File: src/rtl/core/sme_pkg.sv
// Package for the stack machine evaluator: opcodes, status codes, widths.
// No dependencies.
`default_nettype none
package sme_pkg;
    localparam int DATA_W = 32;
    localparam int CMD_W = 3;
    localparam int STATUS_W = 3;
    localparam int LEVEL_W = 9;
    localparam int DEF_STACK_DEPTH = 256;

    localparam logic [CMD_W-1:0] OP_CONST = 3'd0;
    localparam logic [CMD_W-1:0] OP_ADD = 3'd1;
    localparam logic [CMD_W-1:0] OP_SUB = 3'd2;
    localparam logic [CMD_W-1:0] OP_MUL = 3'd3;
    localparam logic [CMD_W-1:0] OP_DIV = 3'd4;
    localparam logic [CMD_W-1:0] OP_NEG = 3'd5;
    localparam logic [CMD_W-1:0] OP_RET = 3'd6;

    localparam logic [STATUS_W-1:0] ST_OK = 3'd0;
    localparam logic [STATUS_W-1:0] ST_RET = 3'd1;
    localparam logic [STATUS_W-1:0] ST_BADOP = 3'd2;
    localparam logic [STATUS_W-1:0] ST_UNDER = 3'd3;
    localparam logic [STATUS_W-1:0] ST_OVER = 3'd4;
    localparam logic [STATUS_W-1:0] ST_DIVZ = 3'd5;

    localparam logic signed [DATA_W-1:0] SAT_MAX = 32'sh7fffffff;
    localparam logic signed [DATA_W-1:0] SAT_MIN = 32'sh80000000;

    // Divider handshake between the top level and the divide unit.
    typedef struct packed {
        logic start;
        logic signed [DATA_W-1:0] num;
        logic signed [DATA_W-1:0] den;
    } div_req_t;

    typedef struct packed {
        logic done;
        logic signed [DATA_W-1:0] quo;
    } div_rsp_t;
endpackage
`default_nettype wire

File: src/rtl/core/sme_div.sv
// Restoring Q16.16 divider, one quotient bit per cycle, with saturation.
// Depends on sme_pkg.
`default_nettype none
module sme_div (
    input  wire logic            clk,
    input  wire logic            rst_n,
    input  wire sme_pkg::div_req_t req,
    output sme_pkg::div_rsp_t    rsp
);
    import sme_pkg::*;

    localparam int NUM_W = 48;
    localparam int CNT_W = 6;

    logic             busy_reg, busy_next;
    logic [CNT_W-1:0] cnt_reg, cnt_next;
    logic [NUM_W-1:0] num_reg, num_next;
    logic [DATA_W-1:0] den_reg, den_next;
    logic [DATA_W:0]  rem_reg, rem_next;
    logic             neg_reg, neg_next;
    logic             done_reg, done_next;
    logic [DATA_W:0]  trial;
    logic [NUM_W:0]   qmag;
    logic signed [NUM_W+1:0] qs;

    always_comb
    begin
        busy_next = busy_reg;
        cnt_next = cnt_reg;
        num_next = num_reg;
        den_next = den_reg;
        rem_next = rem_reg;
        neg_next = neg_reg;
        done_next = 1'b0;
        trial = {rem_reg[DATA_W-1:0], num_reg[NUM_W-1]} - {1'b0, den_reg};
        if (req.start)
        begin
            busy_next = 1'b1;
            cnt_next = CNT_W'(NUM_W);
            num_next = req.num[DATA_W-1] ? NUM_W'(-{{16{req.num[DATA_W-1]}}, req.num, 16'd0})
                                         : {req.num[DATA_W-1:0], 16'd0};
            den_next = req.den[DATA_W-1] ? -req.den : req.den;
            rem_next = '0;
            neg_next = req.num[DATA_W-1] ^ req.den[DATA_W-1];
        end
        else if (busy_reg)
        begin
            if (!trial[DATA_W])
            begin
                rem_next = trial;
                num_next = {num_reg[NUM_W-2:0], 1'b1};
            end
            else
            begin
                rem_next = {rem_reg[DATA_W-1:0], num_reg[NUM_W-1]};
                num_next = {num_reg[NUM_W-2:0], 1'b0};
            end
            cnt_next = cnt_reg - 1'b1;
            if (cnt_reg == CNT_W'(1))
            begin
                busy_next = 1'b0;
                done_next = 1'b1;
            end
        end
    end

    always_ff @(posedge clk or negedge rst_n)
    begin
        if (!rst_n)
        begin
            busy_reg <= 1'b0;
            done_reg <= 1'b0;
            cnt_reg <= '0;
        end
        else
        begin
            busy_reg <= busy_next;
            done_reg <= done_next;
            cnt_reg <= cnt_next;
        end
    end

    always_ff @(posedge clk)
    begin
        num_reg <= num_next;
        den_reg <= den_next;
        rem_reg <= rem_next;
        neg_reg <= neg_next;
    end

    // The magnitude of a*2^16 fits 48 bits (2^47 at most).
    always_comb
    begin
        qmag = {1'b0, num_reg};
        qs = neg_reg ? -$signed({1'b0, qmag}) : $signed({1'b0, qmag});
        rsp.done = done_reg;
        if (qs > (NUM_W+2)'(SAT_MAX))
        begin
            rsp.quo = SAT_MAX;
        end
        else if (qs < $signed({{(NUM_W+2-DATA_W){1'b1}}, SAT_MIN}))
        begin
            rsp.quo = SAT_MIN;
        end
        else
        begin
            rsp.quo = qs[DATA_W-1:0];
        end
    end
endmodule
`default_nettype wire
File: config.mk
export PLATFORM = sky130hd
export DESIGN_NAME = sme_div
export DESIGN_NICKNAME = d
export VERILOG_FILES = /design/src/rtl/core/sme_pkg.sv /design/src/rtl/core/sme_div.sv
export SDC_FILE = /design/constraint.sdc
export NUM_CORES = 1
export LEC_CHECK = 0
export BUFFER_PORTS_ARGS = -buffer_cell sky130_fd_sc_hd__buf_2
export CORE_UTILIZATION = 45
export CTS_BUF_LIST = sky130_fd_sc_hd__clkbuf_8 sky130_fd_sc_hd__clkbuf_16
export DETAILED_ROUTE_END_ITERATION = 10
export HOLD_SLACK_MARGIN = 0.08
export PLACE_DENSITY = 0.69
export SYNTH_ARGS = -nofsm -noshare
export SYNTH_HDL_FRONTEND = slang
export SYNTH_SLANG_ARGS = --single-unit
export TNS_END_PERCENT = 50
File: constraint.sdc
create_clock -name clk -period 9.49 [get_ports clk]
set_input_delay 1.898 -clock clk [delete_from_list [all_inputs] [get_ports clk]]
set_output_delay 1.898 -clock clk [all_outputs]
set_load 0.005 [all_outputs]
==> results.cfg <==
[cts]
cts_setup_buffers = 0
worstSkewPairLatency_ns = 0.42
numCtsBuffers = 17
cts_hold_buf = 0
clock_path_buffers = 2
path_clk_slew_ns = 0.06
tritoncts = built
clkSinkCount = 121
htree_levels = 4
cts_root_buf = clkbuf_16
cts_resized = 0

[yosys]
syn_nets = 1151
synth_area_leaders = edfxtp_1 (26%), xor2_1 (7.2%), dfxtp_1 (7.0%)
syn_inst = 1046
yosysTopAreaCell = edfxtp_1
syn_area_per_cell_um2 = 8.78
yosysWarnings = 0
synth_edf_count = 81
ys_ff_latch = 121
netlist.area_leader.share_pct = 26.5
ys_types = 65
synth_area_um2 = 9190
ys_seq_area_share_pct = 35.6
postSynth.asyncResetShare_pct = 6.61
ys.flop_type = edfxtp_1

[worst_setup_path]
cp-start-kind = flip-flop
required_ns = 7.59
reg2reg_slack_ns = 5.03
worstSetupEndpoint = rsp[2]
cp.arrival_ns = 4.82
cp_max_fo = 30
crit_start = num_reg[5]
regToRegStartpoint = num_reg[47]
endpoint_kind = primary output
reg2reg_depth = 11
reg2reg_to = rem_reg[1]
critPathKind = reg2out

[timing]
whs_ns = 0.502
fin_skew_ns = 0.0111
fin_ws_ns = 2.78
setup_viol = 0
hold_viol = 0
slew_viol_final = 0
fin_crit_ns = 6.71
rsz0062_at_grt = no
tightest_slew_ns = 1.12
slew_headroom_pct = 25.4
finalCritPeriodShare_pct = 70.7
tns_ns = 0
fmaxAchievable_mhz = 149

[finish]
largest_register_ffs = 48
nFillCells = 1793
final_cells = 1398
fin_nets = 1225
synthToLayoutAreaGrowth_pct = 14.3
drive_gt1_share_pct = 14.0
antenna_cells = 0

[pwr]
p_leak_nw = 4.26
netSwitchingFraction_pct = 37.6
power_density_nw_per_um2 = 247
peakVddDrop_mv = 0.155
p_int_mw = 1.62
switchingPower_uw = 973
p_comb_share_pct = 44.4
p_seq_share_pct = 29.5
p_clk_share_pct = 26.1

[hold_path]
min_path_type = reg2reg

[global_route]
gr-total-overflow = 0
grt_max_degree = 92
first_global_vias = 7156
grt_pass1_wl_um = 34700
antenna_found_initial = 0
track_usage_pct = 21.1

[place]
dp_cells = 1366
dp_hpwl_um = 15300
port_buffers = 99
globalplace.congestion = 0.912
post-place-ws_ns = 3.25

[route]
drtPass1Iterations = 6
vias = 7884
ant_nets = 0
viasPerCell = 5.64
first_iter_violations = 546
drcViolationCount = 0
wl_per_cell_um = 15.2
drt-total-wl_um = 21300

[die]
initial_core_util_pct = 46.6
row_count = 51
fp.dieH_um = 145
io_pins = 100
die_width_um = 145
fp.dieArea_um2 = 21000
core_um2 = 19700

[flow_run]
maxCapViolations = 0

[status]
status = complete, no violations
==> per-stage QoR <==
stage	util [%]	power [mW]	instance area, um^2
global route	53.3	2.78	10500
floorplan	-	1.66	9190
finish	53.3	2.59	10500
CTS	53.2	2.60	10500
detailed placement	50.1	1.91	9880
global placement	50.1	1.90	9880
==> logic make-up (layout without fill, tap and decap cells) <==
logic type               count (synthesis)  count (layout)  synth area share, %
AND/OR/NAND/NOR                        345             345                 19.3
AO/OA/AOI/OAI                          272             272                 19.2
XOR/XNOR                               134             134                 12.8
flip-flops                             121             121                 35.6
buffers and inverters                  104             191                 4.32
adder cells (fa/ha/maj)                 38              38                 5.26
multiplexers                            32              32                 3.50
==> layer usage <==
metal | routed length [um] | GRT usage (%) | up-vias | part of all wire (%)
met4 | 367 | 7.59 | 0 | 1.7
met1 | 10200 | 28.5 | 3646 | 48
met3 | 906 | 3.39 | 30 | 4.3
li1 | - | - | 4007 | -
met2 | 9800 | 34.0 | 201 | 46
met5 | 0 | 0 | - | 0
==> power by group through the flow <==
stage	registers (mW)	clock network (mW)	logic (mW)
final	0.764	0.677	1.15
after floorplan	0.743	0	0.921
after CTS	0.762	0.690	1.15
after global placement	0.770	0	1.14
after detailed placement	0.771	0	1.14
after global routing	0.777	0.709	1.29
==> worst max-delay path: stages (launching register included) <==
cell      delay (ns)
edfxtp_1        0.44
nor4_1          0.72
nand4_1         0.49
or2_2           0.47
o41ai_1         0.38
xor2_1          0.15
or4_1           0.42
nor4_1          0.54
nor2_2          0.32
o21ai_0         0.31
buf_2           0.15
==> layout make-up <==
cell class	count	area, um^2	share of cell area (%)
inverter	55	206	1.97
tap	265	332	3.16
clock inverter	15	190	1.81
sequential	121	3270	31.2
timing repair buffer	104	536	5.10
clock buffer	17	425	4.05
multi-input combinational	821	5540	52.7
==> placed cells by master (no fill, tap or decap), types with 6 or more instances in the layout <==
cell type,n
a211oi_1,32
edfxtp_1,81
o211ai_1,6
nor4_1,21
and3_1,8
clkbuf_16,17
nor2_1,102
xor2_1,76
ha_1,37
buf_2,98
o31ai_1,37
nor2b_1,18
or3_1,19
inv_1,54
xnor2_1,58
o41ai_1,17
a21oi_1,62
nand2_1,63
buf_4,6
nand4b_1,7
nand2b_1,17
nor3_1,27
a31oi_1,6
nand4_1,14
o21ai_0,71
nand3_1,11
mux2i_1,31
or4_1,13
dfrtp_1,7
a21o_1,11
dfxtp_1,32
==> synth_stat cells, types with 3 or more instances <==
cell	count
ha_1	37
xnor2_1	58
or2_2	4
and3_1	8
nor2b_1	18
or4_1	13
o21ai_0	71
o41ai_1	18
nor3_1	27
inv_1	54
nor2_1	103
nor4_1	21
nand4b_1	7
nand3_1	12
edfxtp_1	81
or3_1	19
o211ai_1	6
nand4_1	14
o211a_1	3
a31oi_1	6
or4_4	4
xor2_1	76
nand2b_1	17
a21o_1	11
a21oi_1	62
o31ai_1	37
a211oi_1	32
dfrtp_1	8
dfxtp_1	32
nand2_1	64
clkbuf_1	40
and2_1	4
o21a_1	3
mux2i_1	31
buf_1	6
==> worst min-delay path by stage <==
| stage | end | cells after the start | from | slack [ns] |
|---|---|---|---|---|
| floorplan | rem_reg[26] | 2 | rem_reg[26] | 0.47 |
| detailed placement | rem_reg[9] | 2 | rem_reg[9] | 0.50 |
| finish | rem_reg[10] | 2 | rem_reg[10] | 0.50 |
| global route | rem_reg[23] | 2 | rem_reg[23] | 0.53 |
| CTS | rem_reg[9] | 2 | rem_reg[9] | 0.50 |
| global placement | rem_reg[26] | 2 | rem_reg[26] | 0.49 |
Note: power is estimated with default switching activity, not from simulation.
